===== config.mk =====
export PLATFORM = sky130hd
export DESIGN_NAME = prwr_queue
export DESIGN_NICKNAME = d
export VERILOG_FILES = /design/src/playback_ring_writer_with_resync_unit_assert.svh /design/src/prwr_pkg.sv /design/src/prwr_queue.sv
export SDC_FILE = /design/constraint.sdc
export NUM_CORES = 1
export LEC_CHECK = 0
export ABC_CLOCK_PERIOD_IN_PS = 6100
export BUFFER_PORTS_ARGS = -buffer_cell sky130_fd_sc_hd__clkbuf_2
export CORE_UTILIZATION = 50
export CTS_BUF_LIST = sky130_fd_sc_hd__clkbuf_8 sky130_fd_sc_hd__clkbuf_16
export DETAILED_ROUTE_END_ITERATION = 16
export PLACE_DENSITY = 0.76
export SYNTH_ARGS = -nofsm -noshare
export SYNTH_HDL_FRONTEND = slang
export SYNTH_SLANG_ARGS = --single-unit

===== constraint.sdc =====
create_clock -name clk -period 6.1 [get_ports clk]
set_clock_uncertainty 0.15 [all_clocks]
set_input_delay 1.22 -clock clk [delete_from_list [all_inputs] [get_ports clk]]
set_output_delay 1.22 -clock clk [all_outputs]
set_load 0.02 [all_outputs]

===== src/playback_ring_writer_with_resync_unit_assert.svh =====
// Assertion helpers for the playback ring writer.
`ifndef PLAYBACK_RING_WRITER_WITH_RESYNC_UNIT_ASSERT_SVH
`define PLAYBACK_RING_WRITER_WITH_RESYNC_UNIT_ASSERT_SVH

`ifndef SYNTHESIS

// Same-cycle implication, checked on the rising edge outside reset
`define PRWR_ASSERT_IMPLIES(name, clk, rst_n, cond, prop) \
	name: assert property (@(posedge clk) disable iff (!rst_n) (cond) |-> (prop)) \
		else $error("ring writer check failed: same-cycle implication");

// Next-cycle implication, checked on the rising edge outside reset
`define PRWR_ASSERT_NEXT(name, clk, rst_n, cond, prop) \
	name: assert property (@(posedge clk) disable iff (!rst_n) (cond) |=> (prop)) \
		else $error("ring writer check failed: next-cycle implication");

`else

`define PRWR_ASSERT_IMPLIES(name, clk, rst_n, cond, prop)
`define PRWR_ASSERT_NEXT(name, clk, rst_n, cond, prop)

`endif

`endif


===== src/prwr_pkg.sv =====
`default_nettype none

package prwr_pkg;

	// Ring geometry
	localparam int RING_BYTES  = 4096;
	localparam int NUM_CHUNKS  = 32;
	localparam int CHUNK_BYTES = RING_BYTES / NUM_CHUNKS;
	localparam int AW          = $clog2(RING_BYTES);
	localparam int CHUNK_W     = $clog2(CHUNK_BYTES);
	localparam int CIDX_W      = $clog2(NUM_CHUNKS);
	localparam int CNT_W       = AW + 1;
	localparam int DATA_W      = 8;

	// Configuration port
	localparam int CFG_W     = 5;
	localparam int CFG_IDX_W = 2;
	localparam logic [CFG_IDX_W-1:0] CFG_LEAD      = 2'd0;
	localparam logic [CFG_IDX_W-1:0] CFG_MAX_AHEAD = 2'd1;
	localparam logic [CFG_IDX_W-1:0] CFG_CLEAR     = 2'd2;
	localparam logic [CFG_W-1:0] LEAD_RST      = 5'd4;
	localparam logic [CFG_W-1:0] MAX_AHEAD_RST = 5'd12;
	localparam logic [CFG_W-1:0] CLEAR_RST     = 5'd2;

	// Command queue
	localparam int QDEPTH = 2;
	localparam int QPW    = $clog2(QDEPTH);
	localparam int QCW    = $clog2(QDEPTH + 1);

	typedef enum logic [1:0] {
		OP_SYNC  = 2'd0,
		OP_WRITE = 2'd1,
		OP_STOP  = 2'd2,
		OP_READ  = 2'd3
	} op_t;

	typedef enum logic [2:0] {
		CMD_NONE,
		CMD_WRITE,
		CMD_READ,
		CMD_CLEAR_ALL,
		CMD_CLEAR_SPAN
	} cmd_kind_t;

	typedef struct packed {
		cmd_kind_t         kind;
		logic [AW-1:0]     addr;
		logic [DATA_W-1:0] data;
		logic [AW-1:0]     span;
		logic [AW-1:0]     wpos;
		logic              resynced;
		logic              burst_done;
	} cmd_t;

	typedef struct packed {
		logic init_busy;
	} bk_status_t;

	typedef enum logic [1:0] {
		BK_INIT,
		BK_RUN,
		BK_SWEEP
	} bk_state_t;

endpackage

`default_nettype wire


===== src/prwr_queue.sv =====
`default_nettype none

module prwr_queue
	import prwr_pkg::*;
(
	input  wire logic clk,
	input  wire logic arst_n,
	input  wire logic push,
	input  wire cmd_t push_cmd,
	input  wire logic pop,
	output cmd_t      head,
	output logic      empty,
	output logic      full
);

	cmd_t             entries_q [QDEPTH];
	logic [QPW-1:0]   wr_ptr_q;
	logic [QPW-1:0]   rd_ptr_q;
	logic [QCW-1:0]   count_q;

	// Store pushed commands
	always_ff @(posedge clk) begin
		if (push) begin
			entries_q[wr_ptr_q] <= push_cmd;
		end
	end

	// Advance pointers and occupancy
	always_ff @(posedge clk or negedge arst_n) begin
		if (!arst_n) begin
			wr_ptr_q <= '0;
			rd_ptr_q <= '0;
			count_q  <= '0;
		end else begin
			if (push) begin
				wr_ptr_q <= wr_ptr_q + QPW'(1);
			end
			if (pop) begin
				rd_ptr_q <= rd_ptr_q + QPW'(1);
			end
			if (push && !pop) begin
				count_q <= count_q + QCW'(1);
			end else if (pop && !push) begin
				count_q <= count_q - QCW'(1);
			end
		end
	end

	assign head  = entries_q[rd_ptr_q];
	assign empty = (count_q == '0);
	assign full  = (count_q == QCW'(QDEPTH));

endmodule

`default_nettype wire


==> impl_metrics.json <==
{
  "grt_first_pass_wirelength_um": 8950,
  "reg2regPathDepth": 2,
  "final.period_utilization_pct": 59.5,
  "placed_cell_area_mm2": 0.00454,
  "clock_path_buffers": 2,
  "grt_remaining_overflow": 0,
  "synth_area_mm2": 0.00398,
  "number_of_maximum_capacitance_constraint_violations": 0,
  "pwr-share-seq_pct": 45.3,
  "leakage_power_summed_over_all_cells_nw": 1.97,
  "place.detailed.instances": 371,
  "nNetsFinal": 334,
  "finalWorstPathRequiredPeriod_ns": 3.63,
  "critical_path.top_delay_family": "flip-flops",
  "finish.instance_area_mm2": 0.00476,
  "fp.dieW_um": 91.2,
  "stdcell_count": 387,
  "synth-seq-cells": 102,
  "worstSetupPathDepth": 3,
  "hold_path_depth": 1,
  "vias": 1828,
  "cts-resized-gates": 0,
  "setup.worst_path.end_class": "primary output",
  "run_status": "finished, final reports clean",
  "maxSlewHeadroom_pct": 54.9,
  "final_routed_wire_length_divided_by_cell_count_um": 14.4,
  "numCtsBuffers": 9,
  "area_growth_syn_to_layout_pct": 19.7,
  "rr_endpoint": "entries_q[1][6]",
  "cts_tree": "built",
  "route.antenna.remaining_nets": 0,
  "grt_util_all_layers_pct": 14.6,
  "path_class": "register to primary output",
  "routed_wl_um": 5590,
  "postSynthAreaPerCell_um2": 23.5,
  "worstSetupStartpoint": "rd_ptr_q",
  "finalHoldViolations": 0,
  "critPathRequiredTime_ns": 4.73,
  "floorplan.die.height_um": 91.2,
  "rows": 32,
  "slew_viol_final": 0,
  "critPathLaunchType": "register",
  "clock_latency_ns": 0.34,
  "power_frac_comb_pct": 34.5,
  "place.port_buffers": 103,
  "cp_slowest_stage_delay_ns": 0.82,
  "mappedNetlistNets": 223,
  "clock_tree.root_cell": "sky130_fd_sc_hd__clkbuf_8",
  "place.detailed.hpwl_um": 3680,
  "synth.distinct_cells": 12,
  "postSynthCellCount": 169,
  "worst_path_cell_chain": "buf_4 -> mux2_4 -> clkbuf_2",
  "timing.critical_path.to": "head[17]",
  "worst-r2r-setup-slack_ns": 4.46,
  "cts.hold.buffers_added": 0,
  "pin_count": 104,
  "power_per_standard_cell_area_mw_per_mm2": 468,
  "max_freq_mhz": 276,
  "h_tree_lvls": 3,
  "worst-path-max-fanout": 29,
  "place_worst_setup_slack_ns": 2.83,
  "grt_antenna_before_repair": 0,
  "power_report.internal_total_w": 0.00152,
  "cts.clk_slew.worst_paths_ns": 0.09,
  "fin_ws_ns": 2.47,
  "critPathArrivalTime_ns": 2.26,
  "post_route_cells_drive_above_1_share_pct": 60.7,
  "drc": 0,
  "cts_setup_buffers": 0,
  "rsz0062_at_grt": "no",
  "yosys_warnings": 0,
  "worstPathBufferInverterCount": 2,
  "total_power_w": 0.00223,
  "initial_utilization_pct": 51.5,
  "timing.final.setup_violations": 0,
  "vias_per_cell": 4.72,
  "sinks_on_clock_net": 102,
  "worstMarginPinSlew_ns": 0.677,
  "worst_r2r_startpoint": "wr_ptr_q",
  "tns_ns": 0,
  "die_area_mm2": 0.00831,
  "cp_slowest_cell": "sky130_fd_sc_hd__dfrtp_2",
  "dr.first_iter.drc_count": 77,
  "core_region_area_mm2": 0.00773,
  "switching_power_w": 0.000703,
  "first_global_vias": 1839,
  "p_sw_share_pct": 31.6,
  "firstDrtPassIters": 4,
  "sequential_fraction_of_the_synthesis_area_pct": 76.5,
  "min-delay-path-class": "register to register",
  "gp_congestion": 0.650,
  "num_antenna_cells": 0,
  "grt_start_max_net_pins": 50,
  "share_clk_of_total_power_pct": 20.2,
  "max-vdd-ir-drop_mv": 0.236
}
area by class of cell:
class	instances	area, um^2
multi-input combinational	60	827
clock buffer	9	124
sequential	102	3040
tap	102	128
clock inverter	7	96.3
fill	575	2970
inverter	1	3.75
timing repair buffer	106	538
placed cells by master, fill, tap and decap left out:
cell type and count:
sky130_fd_sc_hd__nor2_1 2, sky130_fd_sc_hd__dfrtp_1 3, sky130_fd_sc_hd__buf_4 3, sky130_fd_sc_hd__nor2b_4 1, sky130_fd_sc_hd__clkbuf_8 9, sky130_fd_sc_hd__nor2b_1 1
sky130_fd_sc_hd__bufinv_16 2, sky130_fd_sc_hd__edfxtp_1 98, sky130_fd_sc_hd__ha_1 1, sky130_fd_sc_hd__xor2_1 4, sky130_fd_sc_hd__and2_2 1, sky130_fd_sc_hd__dfrtp_2 1
sky130_fd_sc_hd__clkbuf_2 103, sky130_fd_sc_hd__inv_1 1, sky130_fd_sc_hd__clkinv_1 1, sky130_fd_sc_hd__clkinvlp_4 2, sky130_fd_sc_hd__xnor2_1 1, sky130_fd_sc_hd__inv_6 2
sky130_fd_sc_hd__mux2_4 49
Yosys cell counts (all sizes together):
library cell	n	share of area [%]
mux2	49	19
nor2b	2	0.31
nor2	2	0.19
and2	1	0.16
xnor2	1	0.22
ha	1	0.31
edfxtp	98	74
inv	1	0.094
dfrtp	4	2.5
buf	6	2.8
xor2	4	0.88
flip-flops by register name (all words and copies together), names as in the netlist:
signal     cells
wr_ptr_q       1
rd_ptr_q       1
entries_q     98
count_q        2
cell families after synthesis:
family	Yosys count	share of synthesized area, %
xor+xnor	5	1.10
simple gates	5	0.661
mux	49	18.5
buf+inv	7	2.89
flops	102	76.5
fa+ha+maj	1	0.315
stage by stage:
stage | util [%] | hold slack, ns
global placement | 58.8 | 0.322
floorplan | - | 0.305
detailed placement | 58.8 | 0.344
CTS | 61.6 | 0.360
global route | 61.6 | 0.381
finish | 61.6 | 0.352
routing by layer:
layer  vias up  GRT usage [%]  wire length [um]
met5         -              0                 0
met4         0           7.54                63
met3         4           3.43               267
met2        59           24.1              2890
met1       888           18.0              2360
li1        877              -                 -
power groups by stage:
| stage | registers (W) | logic (W) | clock network [W] |
|---|---|---|---|
| floorplan | 0.000983 | 0.000681 | 0 |
| global placement | 0.00102 | 0.000778 | 0 |
| detailed placement | 0.00103 | 0.000779 | 0 |
| CTS | 0.00101 | 0.000781 | 0.000461 |
| global route | 0.00102 | 0.000817 | 0.000491 |
| finish | 0.00101 | 0.000767 | 0.000450 |
worst min-delay path by stage:
stage / from / slack, ns / to
6_report: count_q[1] / 0.35 / count_q[1]
5_1_grt: count_q[1] / 0.38 / count_q[1]
4_1_cts: count_q[1] / 0.36 / count_q[1]
3_5_place_dp: count_q[1] / 0.34 / count_q[1]
3_3_place_gp: count_q[1] / 0.32 / count_q[1]
2_1_floorplan: wr_ptr_q / 0.31 / wr_ptr_q
No activity file was read; power rests on OpenSTA's default activity.
