--- config.mk ---
export PLATFORM = sky130hd
export DESIGN_NAME = prwr_front
export DESIGN_NICKNAME = d
export VERILOG_FILES = /design/src/playback_ring_writer_with_resync_unit_assert.svh /design/src/prwr_pkg.sv /design/src/prwr_front.sv
export SDC_FILE = /design/constraint.sdc
export NUM_CORES = 1
export LEC_CHECK = 0
export BUFFER_PORTS_ARGS = -buffer_cell sky130_fd_sc_hd__buf_4
export CORE_MARGIN = 2
export CORE_UTILIZATION = 42
export DETAILED_ROUTE_END_ITERATION = 10
export GPL_ROUTABILITY_DRIVEN = 0
export PLACE_DENSITY_LB_ADDON = 0.2
export SETUP_SLACK_MARGIN = 0.4
export SLEW_MARGIN = 5
export SYNTH_ARGS = -nofsm -noshare
export SYNTH_HDL_FRONTEND = slang
export SYNTH_SLANG_ARGS = --single-unit
--- constraint.sdc ---
create_clock -name clk -period 5.9 [get_ports clk]
set_input_delay 0.295 -clock clk [delete_from_list [all_inputs] [get_ports clk]]
set_output_delay 0.295 -clock clk [all_outputs]
set_load 0.005 [all_outputs]
--- src/playback_ring_writer_with_resync_unit_assert.svh ---
// Assertion helpers for the playback ring writer.
`ifndef PLAYBACK_RING_WRITER_WITH_RESYNC_UNIT_ASSERT_SVH
`define PLAYBACK_RING_WRITER_WITH_RESYNC_UNIT_ASSERT_SVH

`ifndef SYNTHESIS

// Same-cycle implication, checked on the rising edge outside reset
`define PRWR_ASSERT_IMPLIES(name, clk, rst_n, cond, prop) \
	name: assert property (@(posedge clk) disable iff (!rst_n) (cond) |-> (prop)) \
		else $error("ring writer check failed: same-cycle implication");

// Next-cycle implication, checked on the rising edge outside reset
`define PRWR_ASSERT_NEXT(name, clk, rst_n, cond, prop) \
	name: assert property (@(posedge clk) disable iff (!rst_n) (cond) |=> (prop)) \
		else $error("ring writer check failed: next-cycle implication");

`else

`define PRWR_ASSERT_IMPLIES(name, clk, rst_n, cond, prop)
`define PRWR_ASSERT_NEXT(name, clk, rst_n, cond, prop)

`endif

`endif

--- src/prwr_pkg.sv ---
`default_nettype none

package prwr_pkg;

	// Ring geometry
	localparam int RING_BYTES  = 4096;
	localparam int NUM_CHUNKS  = 32;
	localparam int CHUNK_BYTES = RING_BYTES / NUM_CHUNKS;
	localparam int AW          = $clog2(RING_BYTES);
	localparam int CHUNK_W     = $clog2(CHUNK_BYTES);
	localparam int CIDX_W      = $clog2(NUM_CHUNKS);
	localparam int CNT_W       = AW + 1;
	localparam int DATA_W      = 8;

	// Configuration port
	localparam int CFG_W     = 5;
	localparam int CFG_IDX_W = 2;
	localparam logic [CFG_IDX_W-1:0] CFG_LEAD      = 2'd0;
	localparam logic [CFG_IDX_W-1:0] CFG_MAX_AHEAD = 2'd1;
	localparam logic [CFG_IDX_W-1:0] CFG_CLEAR     = 2'd2;
	localparam logic [CFG_W-1:0] LEAD_RST      = 5'd4;
	localparam logic [CFG_W-1:0] MAX_AHEAD_RST = 5'd12;
	localparam logic [CFG_W-1:0] CLEAR_RST     = 5'd2;

	// Command queue
	localparam int QDEPTH = 2;
	localparam int QPW    = $clog2(QDEPTH);
	localparam int QCW    = $clog2(QDEPTH + 1);

	typedef enum logic [1:0] {
		OP_SYNC  = 2'd0,
		OP_WRITE = 2'd1,
		OP_STOP  = 2'd2,
		OP_READ  = 2'd3
	} op_t;

	typedef enum logic [2:0] {
		CMD_NONE,
		CMD_WRITE,
		CMD_READ,
		CMD_CLEAR_ALL,
		CMD_CLEAR_SPAN
	} cmd_kind_t;

	typedef struct packed {
		cmd_kind_t         kind;
		logic [AW-1:0]     addr;
		logic [DATA_W-1:0] data;
		logic [AW-1:0]     span;
		logic [AW-1:0]     wpos;
		logic              resynced;
		logic              burst_done;
	} cmd_t;

	typedef struct packed {
		logic init_busy;
	} bk_status_t;

	typedef enum logic [1:0] {
		BK_INIT,
		BK_RUN,
		BK_SWEEP
	} bk_state_t;

endpackage

`default_nettype wire

--- src/prwr_front.sv ---
`default_nettype none

module prwr_front
	import prwr_pkg::*;
(
	input  wire logic                 clk,
	input  wire logic                 arst_n,
	input  wire logic                 start,
	output logic                      busy,
	input  wire logic [1:0]           op,
	input  wire logic [CIDX_W-1:0]    reader_chunk,
	input  wire logic [DATA_W-1:0]    byte_in,
	input  wire logic [AW-1:0]        read_addr,
	input  wire logic                 last_in_burst,
	input  wire logic                 cfg_valid,
	output logic                      cfg_ready,
	input  wire logic [CFG_IDX_W-1:0] cfg_index,
	input  wire logic [CFG_W-1:0]     cfg_data,
	input  wire logic                 q_full,
	input  wire bk_status_t           bk_st,
	output logic                      push,
	output cmd_t                      push_cmd
);

	logic [CFG_W-1:0]  lead_q;
	logic [CFG_W-1:0]  max_ahead_q;
	logic [CFG_W-1:0]  clear_q;
	logic [AW-1:0]     wp_q;
	logic              running_q;

	logic [AW-1:0]     reader_base;
	logic [AW-1:0]     ahead;
	logic [AW-1:0]     far_lim;
	logic [CIDX_W-1:0] new_chunk;
	logic [AW-1:0]     new_wp;
	logic [AW-1:0]     wp_inc;
	logic              out_of_window;
	cmd_t              cmd;
	logic [AW-1:0]     wp_d;
	logic              running_d;

	assign cfg_ready = 1'b1;
	assign busy      = q_full | bk_st.init_busy;
	assign push      = start & ~busy;

	// Configuration registers
	always_ff @(posedge clk or negedge arst_n) begin
		if (!arst_n) begin
			lead_q      <= LEAD_RST;
			max_ahead_q <= MAX_AHEAD_RST;
			clear_q     <= CLEAR_RST;
		end else if (cfg_valid && cfg_ready) begin
			case (cfg_index)
				CFG_LEAD:      lead_q      <= cfg_data;
				CFG_MAX_AHEAD: max_ahead_q <= cfg_data;
				CFG_CLEAR:     clear_q     <= cfg_data;
				default:       ;
			endcase
		end
	end

	// Reader distance and restart position
	assign reader_base   = {reader_chunk, CHUNK_W'(0)};
	assign ahead         = wp_q - reader_base;
	assign far_lim       = AW'({max_ahead_q, CHUNK_W'(0)});
	assign new_chunk     = reader_chunk + lead_q;
	assign new_wp        = {new_chunk, CHUNK_W'(0)};
	assign wp_inc        = wp_q + AW'(1);
	assign out_of_window = (ahead > far_lim) || (ahead < AW'(CHUNK_BYTES / 2));

	// Classify the item into a back-end command
	always_comb begin
		cmd            = '0;
		cmd.kind       = CMD_NONE;
		cmd.wpos       = wp_q;
		wp_d           = wp_q;
		running_d      = running_q;
		unique case (op_t'(op))
			OP_SYNC: begin
				if (!running_q) begin
					cmd.kind     = CMD_CLEAR_ALL;
					cmd.resynced = 1'b1;
					cmd.wpos     = new_wp;
					wp_d         = new_wp;
					running_d    = 1'b1;
				end else if (out_of_window) begin
					cmd.kind     = CMD_CLEAR_SPAN;
					cmd.addr     = new_wp;
					cmd.span     = AW'({clear_q, CHUNK_W'(0)});
					cmd.resynced = 1'b1;
					cmd.wpos     = new_wp;
					wp_d         = new_wp;
				end
			end
			OP_WRITE: begin
				cmd.kind       = CMD_WRITE;
				cmd.addr       = wp_q;
				cmd.data       = byte_in;
				cmd.burst_done = last_in_burst;
				cmd.wpos       = wp_inc;
				wp_d           = wp_inc;
			end
			OP_STOP: begin
				cmd.kind  = CMD_CLEAR_ALL;
				cmd.wpos  = '0;
				wp_d      = '0;
				running_d = 1'b0;
			end
			OP_READ: begin
				cmd.kind = CMD_READ;
				cmd.addr = read_addr;
			end
			default: ;
		endcase
	end

	assign push_cmd = cmd;

	// Write position and run flag
	always_ff @(posedge clk or negedge arst_n) begin
		if (!arst_n) begin
			wp_q      <= '0;
			running_q <= 1'b0;
		end else if (push) begin
			wp_q      <= wp_d;
			running_q <= running_d;
		end
	end

endmodule

`default_nettype wire

==> results of run 1 <==
[worst max-delay path, stage by stage, from the launching register on]
cell and delay (ns):
dfrtp_1 0.47, inv_1 0.13, ha_1 0.17, inv_1 0.05, fa_1 0.40, and3_1 0.17
or3_1 0.43, and2_1 0.19, ha_1 0.31, a21oi_1 0.14, o221ai_1 0.13, o21a_1 0.16
a211oi_4 0.63, or2_0 0.42, mux2_2 0.24, buf_4 0.10
[cell type report]
type	count	area share, %
clock buffer	3	1.23
tap	77	2.86
timing repair buffer	88	19.7
inverter	20	2.23
clock inverter	1	0.893
sequential	28	21.0
multi-input combinational	239	52.1
[through the flow]
step | utilization [%] | setup slack, ns | area [um2] | hold WS, ns
finish | 53.9 | 1.18 | 3360 | 0.254
global route | 53.9 | 0.978 | 3360 | 0.246
CTS | 53.9 | 1.25 | 3360 | 0.255
detailed placement | 52.6 | 1.60 | 3280 | 0.242
global placement | 52.6 | 1.72 | 3280 | 0.237
floorplan | - | 2.27 | 2690 | -0.000591
[where the power goes]
group / leakage (nW) / switching, mW / internal [mW]
combinational: 1.24 / 0.241 / 0.209
sequential: 0.346 / 0.0519 / 0.231
clock: 0.0357 / 0.0666 / 0.0910
[cell families after synthesis]
family	after synthesis	share of synthesized area (%)
AO/OA/AOI/OAI	94	26.2
XOR/XNOR	7	2.30
adder cells (fa/ha/maj)	21	10.4
buffers and inverters	50	8.76
flip-flops	28	26.4
multiplexers	18	7.50
other	2	0.281
AND/OR/NAND/NOR	91	18.1
[worst paths after layout]
kind                              from     endpoint  slack, ns  cells past startpoint
hold reg to reg             clear_q[0]   clear_q[0]       0.51                      1
max in group asynchronous       arst_n    lead_q[2]       5.12                      2
setup reg to reg               wp_q[7]      wp_q[9]       1.93                     14
setup / recovery               wp_q[7]  push_cmd[2]       1.18                     15
hold / removal             cfg_data[0]    lead_q[0]       0.25                      2
min in group asynchronous       arst_n    lead_q[0]       0.46                      2
[flip-flops by register name (all words and copies together), names as in the netlist]
register,flops
clear_q,5
running_q,1
max_ahead_q,5
wp_q,12
lead_q,5
[layout by cell type (no fill, tap or decap), types with 8 or more instances in the layout]
| cell | instances |
|---|---|
| ha_1 | 19 |
| and2_1 | 17 |
| buf_4 | 87 |
| o2bb2ai_1 | 8 |
| dfrtp_1 | 24 |
| and3_1 | 8 |
| nor3_1 | 8 |
| conb_1 | 8 |
| o21ai_0 | 16 |
| mux2_2 | 16 |
| inv_1 | 20 |
| a21oi_1 | 18 |
| nor2_1 | 26 |
| nand3_1 | 9 |
| a22oi_1 | 13 |
[timing repair]
item | 4_1_cts | 5_1_grt
endpoints found under the hold margin | 24 | 0
hold buffers | 1 | 0
setup endpoints to repair | 0 | 0
[layer usage]
layer / wire [um] / vias up
met5: 0 / -
met4: 86 / 0
met3: 326 / 11
met2: 3650 / 88
met1: 3460 / 1213
li1: - / 1255
==> impl_metrics.env, run 1 <==
export IMPL_start_util_pct=42.8
export IMPL_drv_cap=0
export IMPL_fin_cells=456
export IMPL_cp_required_ns=5.61
export IMPL_port_buffers=84
export IMPL_p_total_mw=0.890
export IMPL_met2_usage_pct=36.8
export IMPL_final_hold_viol_count=0
export IMPL_setup_violations=0
export IMPL_ys_top_cells_by_area="dfrtp_1, ha_1, mux2_2"
export IMPL_first_iter_violations=224
export IMPL_cts_repair_resized=0
export IMPL_ys_seq_area_share_pct=26.4
export IMPL_num_antenna_cells=0
export IMPL_seq_area_um2=706
export IMPL_drt_total_wl_mm=7.53
export IMPL_synth_top_area_cell="dfrtp_1"
export IMPL_synthCells=311
export IMPL_synth_edf_count=0
export IMPL_top_usage_layer="met2"
export IMPL_clkTransAtPathRegs_ns=0.11
export IMPL_rsz0062_at_grt="false"
export IMPL_arrival_ns=4.42
export IMPL_fmax_ghz=0.212
export IMPL_fin_crit_ns=4.72
export IMPL_leakagePower_nw=1.62
export IMPL_p_per_area_nw_per_um2=265
export IMPL_ant_nets=0
export IMPL_synthTopCellsByCount="nor2_1, dfrtp_1, inv_1"
export IMPL_top_level_ports=93
export IMPL_grt_pass1_vias=2502
export IMPL_num_rows=29
export IMPL_syn_avg_cell_area_um2=8.59
export IMPL_cp_start_kind="flop"
export IMPL_clock_sinks=28
export IMPL_synth_cell_type_count=52
export IMPL_worst_slew_pin_transition_ns=0.836
export IMPL_antenna_found_initial=0
export IMPL_post_cts_setup_buffer_count=0
export IMPL_maxSlewHeadroom_pct=44.1
export IMPL_use_met3_pct=2.47
export IMPL_nets=442
export IMPL_hp_class="primary input to flop"
export IMPL_cts_htree_levels=1
export IMPL_yosys_warnings=0
export IMPL_routed_via_density=5.63
export IMPL_core_area_um2=6240
export IMPL_synthToLayoutAreaGrowth_pct=26.0
export IMPL_slew_viol_final=0
export IMPL_path_class="flop to output port"
export IMPL_dieWidth_um=83.7
export IMPL_fillers=605
export IMPL_synth_ff_type="dfrtp_1"
export IMPL_synth_area_um2=2670
export IMPL_fin_setup_tns_ns=0
export IMPL_cts_buffers=3
export IMPL_die_h_um=83.7
export IMPL_die_area_um2=7010
export IMPL_synth_top_area_share_pct=22.5
export IMPL_grt_pass1_wl_mm=12.5
export IMPL_yosysMostFrequentCell="nor2_1"
export IMPL_vias=2567
export IMPL_drc=0
export IMPL_cts_root_buffer="clkbuf_8"
export IMPL_outcome="complete, no violations"
export IMPL_tritoncts="built"
export IMPL_end_kind="output port"
export IMPL_hpwl_mm=5.58
export IMPL_placedCellCount=451
export IMPL_ys_seq_elements=28
export IMPL_async_flop_share_pct=100
export IMPL_clockBufferDepth=2
export IMPL_finClkSkew_ns=0.00657
export IMPL_ir_drop_mv=0.126
export IMPL_period_share_pct=79.9
export IMPL_multiInputGateArea_um2=1750
export IMPL_insertion_delay_ns=0.28
export IMPL_grtUsageMet1_pct=29.2
export IMPL_first_pass_iters=5
export IMPL_wire_per_inst_um=16.5
export IMPL_path_max_fanout=18
export IMPL_grt_max_degree=34
export IMPL_final_layout_size_suffix_gt1_share_pct=31.7
export IMPL_track_usage_pct=21.5
export IMPL_overflow=0
Power figures use the tool's default switching activity.
==> run 2: changes to the inputs <==
- clock period: 5.9 -> 4.35 ns (I/O delays scaled with it)
==> run 2 against run 1 <==
Die area unchanged. Cell area rose by 4.2%. Sequential cell count unchanged. Largest power group unchanged. Highest routed layer unchanged.
==> impl_metrics.env, run 2 (synthesis results as in run 1) <==
export IMPL_final_hold_viol_count=0
export IMPL_outcome="complete, no violations"
export IMPL_hp_class="primary input to flop"
export IMPL_hold_depth=2
export IMPL_path_class="flop to output port"
export IMPL_ant_nets=0
export IMPL_num_antenna_cells=0
export IMPL_ir_drop_mv=0.221
export IMPL_nets=451
export IMPL_p_per_area_nw_per_um2=382
export IMPL_first_pass_iters=4
export IMPL_crit_reg2reg_launch="wp_q[7]"
export IMPL_tritoncts="built"
export IMPL_path_max_fanout=5
export IMPL_synthToLayoutAreaGrowth_pct=31.3
export IMPL_cts_buffers=3
export IMPL_reg2reg_to="wp_q[4]"
export IMPL_worst_slew_pin_transition_ns=1.02
export IMPL_die_h_um=83.7
export IMPL_port_buffers=84
export IMPL_cts_root_buffer="clkbuf_8"
export IMPL_end_kind="output port"
export IMPL_dieWidth_um=83.7
export IMPL_top_level_ports=93
export IMPL_final_cell_mix="buf_4, nor2_1, dfrtp_1, inv_1, ha_1"
export IMPL_final_layout_size_suffix_gt1_share_pct=36.9
export IMPL_vias=2637
export IMPL_grt_pass1_vias=2526
export IMPL_cp_required_ns=4.13
export IMPL_period_share_pct=88.9
export IMPL_cts_htree_levels=1
export IMPL_finClkSkew_ns=0.00366
export IMPL_drt_total_wl_mm=7.72
export IMPL_grt_pass1_wl_mm=12.5
export IMPL_setup_ws_ns=0.481
export IMPL_leakagePower_nw=1.68
export IMPL_fmax_ghz=0.258
export IMPL_clockBufferDepth=2
export IMPL_arrival_ns=3.65
export IMPL_track_usage_pct=21.7
export IMPL_maxSlewHeadroom_pct=31.9
export IMPL_p_total_mw=1.34
export IMPL_layout_commonest_cell="buf_4"
export IMPL_rsz0062_at_grt="false"
export IMPL_post_place_ws_ns=0.121
export IMPL_first_iter_violations=228
export IMPL_insertion_delay_ns=0.28
export IMPL_setup_violations=0
export IMPL_regMostFlops="wp_q"
export IMPL_r2r_slack_ns=0.62
export IMPL_fin_setup_tns_ns=0
export IMPL_clock_sinks=28
export IMPL_core_area_um2=6240
export IMPL_drv_cap=0
export IMPL_routed_via_density=5.67
export IMPL_hpwl_mm=5.69
export IMPL_fin_crit_ns=3.87
export IMPL_largest_reg_flops=12
export IMPL_cp_start_kind="flop"
export IMPL_num_rows=29
export IMPL_die_area_um2=7010
export IMPL_drc=0
export IMPL_overflow=0
export IMPL_fillers=598
export IMPL_wire_per_inst_um=16.6
export IMPL_grt_max_degree=35
export IMPL_clkTransAtPathRegs_ns=0.10
export IMPL_min_from="cfg_data[0]"
export IMPL_start_util_pct=42.8
export IMPL_reg2reg_depth=16
export IMPL_antenna_found_initial=0
export IMPL_slew_viol_final=0
export IMPL_holdPathEnd="max_ahead_q[0]"
run 2: worst max-delay path, cell delays in order (launching register included):
cell and delay (ns):
dfrtp_2 0.43, inv_2 0.09, ha_4 0.13, inv_1 0.05, fa_2 0.37, and3_4 0.16
o21ai_0 0.41, and2_4 0.25, ha_4 0.20, a21oi_1 0.16, o221ai_2 0.11, o21a_2 0.16
a21oi_4 0.18, a21oi_2 0.14, a221o_1 0.39, buf_4 0.14
run 2: power by group:
part	switching, mW	internal [mW]	leakage (nW)
sequential	0.0464	0.314	0.345
combinational	0.403	0.368	1.29
clock	0.0847	0.123	0.0357
run 2: area by class of cell:
type | instances | area [um2] | area share [%]
clock inverters | 1 | 30.0 | 0.857
inverters | 20 | 75.1 | 2.14
repair buffers | 97 | 734 | 21.0
clock buffers | 3 | 41.3 | 1.18
well taps | 77 | 96.3 | 2.75
flip-flops and latches | 28 | 707 | 20.2
multi-input cells | 239 | 1820 | 51.9
run 2: stage by stage:
stage               std cells  hold slack, ns  util (%)  cell area [um2]
floorplan                 317         -0.0781         -             2690
global placement          455           0.164      53.1             3310
detailed placement        455           0.165      53.1             3310
CTS                       464           0.176      55.4             3460
global route              465           0.181      56.2             3500
finish                    465           0.181      56.2             3500
run 2: repair_timing:
item,4_1_cts,5_1_grt
gates resized for setup,11,7
hold buffers,1,0
endpoints found under the hold margin,24,0
pin swaps,3,5
endpoints found under the setup margin,24,20
setup buffers,4,1
run 2: how the worst max path moves through the flow:
| stage | to | start |
|---|---|---|
| after global placement | push_cmd[2] | wp_q[7] |
| after CTS | push_cmd[2] | wp_q[7] |
| after detailed placement | push_cmd[2] | wp_q[7] |
| after global routing | push_cmd[2] | wp_q[9] |
| final | push_cmd[11] | wp_q[7] |
| after floorplan | push_cmd[11] | wp_q[7] |
run 2: per-layer routing:
metal  global-route usage (%)  routed length (um)  vias to the layer above
li1                         -                   -                     1271
met1                     30.5                3520                     1268
met2                     35.9                3730                       87
met3                     2.08                 353                       11
met4                     5.57                 121                        0
met5                        0                   0                        -
==> run 3: changes to the inputs <==
- CORE_MARGIN: 2 -> 4
- CORE_UTILIZATION: 42 -> 51
==> run 3 against run 2 <==
First-iteration DRC count up 34%. Clock skew down 0.0011 ns. Combinational power is essentially flat. Register-to-register slack got worse by 0.04 ns. Utilization rose by 13 points. Sequential share of layout area hardly changed. Critical endpoint unchanged. Highest routed layer unchanged.
==> impl_metrics.env, run 3 (synthesis results as in run 1) <==
export IMPL_slew_viol_final=0
export IMPL_cp_required_ns=4.13
export IMPL_clock_sinks=28
export IMPL_insertion_delay_ns=0.28
export IMPL_worst_slew_pin_transition_ns=0.868
export IMPL_fin_setup_tns_ns=0
export IMPL_cp_start_kind="flop"
export IMPL_crit_reg2reg_launch="wp_q[7]"
export IMPL_p_per_area_nw_per_um2=390
export IMPL_nets=450
export IMPL_final_hold_viol_count=0
export IMPL_first_iter_violations=305
export IMPL_port_buffers=84
export IMPL_finClkSkew_ns=0.00258
export IMPL_fin_crit_ns=3.89
export IMPL_drc=0
export IMPL_clkTransAtPathRegs_ns=0.10
export IMPL_rsz0062_at_grt="false"
export IMPL_drt_total_wl_mm=7.89
export IMPL_fillers=448
export IMPL_end_kind="output port"
export IMPL_wire_per_inst_um=17.3
export IMPL_clkPwrFrac_pct=15.5
export IMPL_switchingPower_mw=0.558
export IMPL_period_share_pct=89.3
export IMPL_largest_reg_flops=12
export IMPL_final_cell_mix="buf_4, nor2_1, dfrtp_1, inv_1, ha_1"
export IMPL_setup_violations=0
export IMPL_path_class="flop to output port"
export IMPL_cts_htree_levels=1
export IMPL_path_max_fanout=5
export IMPL_maxSlewHeadroom_pct=42.0
export IMPL_holdWs_ns=0.183
export IMPL_vias=2723
export IMPL_leakagePower_nw=1.68
export IMPL_first_pass_iters=6
export IMPL_start_util_pct=52.6
export IMPL_pwr_share_comb_pct=56.7
export IMPL_endpoint="push_cmd[11]"
export IMPL_tritoncts="built"
export IMPL_arrival_ns=3.67
export IMPL_cts_root_buffer="clkbuf_8"
export IMPL_num_rows=26
export IMPL_hpwl_mm=5.74
export IMPL_p_int_mw=0.804
export IMPL_antenna_found_initial=0
export IMPL_cts_buffers=3
export IMPL_grt_max_degree=35
export IMPL_reg2reg_to="wp_q[3]"
export IMPL_regMostFlops="wp_q"
export IMPL_ant_nets=0
export IMPL_drv_cap=0
export IMPL_reg2reg_depth=16
export IMPL_hp_class="primary input to flop"
export IMPL_final_layout_size_suffix_gt1_share_pct=36.7
export IMPL_core_area_um2=5070
export IMPL_routed_via_density=5.96
export IMPL_r2r_slack_ns=0.58
export IMPL_overflow=0
export IMPL_die_h_um=80.4
export IMPL_track_usage_pct=23.5
export IMPL_top_level_ports=93
export IMPL_ir_drop_mv=0.202
export IMPL_outcome="complete, no violations"
export IMPL_layout_commonest_cell="buf_4"
export IMPL_seqPwrFrac_pct=27.8
export IMPL_switching_share_pct=41.0
export IMPL_dieWidth_um=80.4
export IMPL_synthToLayoutAreaGrowth_pct=30.9
export IMPL_grt_pass1_vias=2523
export IMPL_startpoint="wp_q[7]"
export IMPL_clockBufferDepth=2
export IMPL_die_area_um2=6460
export IMPL_grt_pass1_wl_mm=12.2
export IMPL_num_antenna_cells=0
export IMPL_fmax_ghz=0.257
==> run 3: cell types whose count changed in the layout (fill, tap and decap cells not counted), sizes merged <==
cell / before / now
buf: 96 / 95
==> run 3: final cells by class <==
class / count / area [um2] / area share, %
Multi-Input combinational cell: 239 / 1830 / 52.3
Timing Repair Buffer: 96 / 727 / 20.8
Sequential cell: 28 / 706 / 20.2
Tap cell: 70 / 87.6 / 2.51
Inverter: 20 / 75.1 / 2.15
Clock buffer: 3 / 41.3 / 1.18
Clock inverter: 1 / 30.0 / 0.859
==> run 3: timing repair <==
action / in CTS / in global routing
resized for setup: 9 / 10
buffers inserted: 3 / 4
hold buffers: 1 / 0
hold endpoints to repair: 24 / 0
setup endpoints to repair: 22 / 25
pin swaps: 1 / 4
==> run 3: power groups by stage <==
stage	combinational [mW]	clock (mW)	sequential, mW
finish	0.772	0.211	0.379
global route	0.844	0.221	0.385
CTS	0.676	0.213	0.374
detailed placement	0.601	0	0.382
global placement	0.587	0	0.380
floorplan	0.434	0	0.347
==> run 3: worst min path at each step <==
stage                     start        endpoint  slack [ns]  cells after the start
global route        cfg_data[1]      clear_q[1]        0.18                      2
CTS                 cfg_data[1]      clear_q[1]        0.18                      2
detailed placement       arst_n      clear_q[4]        0.16                      1
global placement         arst_n      clear_q[0]        0.15                      1
floorplan                arst_n      clear_q[0]       -0.08                      0
finish              cfg_data[3]  max_ahead_q[3]        0.18                      2
==> run 3: per-layer routing <==
metal / GRT usage [%] / part of all wire (%) / up-vias
met2: 39.9 / 50 / 144
met3: 2.13 / 6.4 / 29
li1: - / - / 1261
met4: 7.77 / 2.9 / 0
met5: 0 / 0 / -
met1: 31.3 / 40 / 1289
==> run 3: worst max-delay path, stage by stage (launching register included) <==
cell and delay [ns]:
dfrtp_1 0.41, inv_2 0.08, ha_2 0.17, inv_1 0.05, fa_2 0.34, and3_1 0.16
o21ai_0 0.43, and2_4 0.25, ha_4 0.20, a21oi_2 0.14, o221ai_2 0.10, o21a_2 0.16
a21oi_4 0.26, a21oi_4 0.12, a221o_1 0.36, buf_4 0.14
==> run 3: metrics by stage <==
stage	setup WS [ns]	util, %	cell area (um2)	power [mW]	std cells
6_report	0.465	68.9	3500	1.36	457
5_1_grt	0.209	68.9	3500	1.45	457
4_1_cts	0.424	67.3	3420	1.26	453
3_5_place_dp	0.163	64.7	3280	0.984	445
3_3_place_gp	0.263	64.7	3280	0.967	445
2_1_floorplan	0.801	-	2690	0.781	317
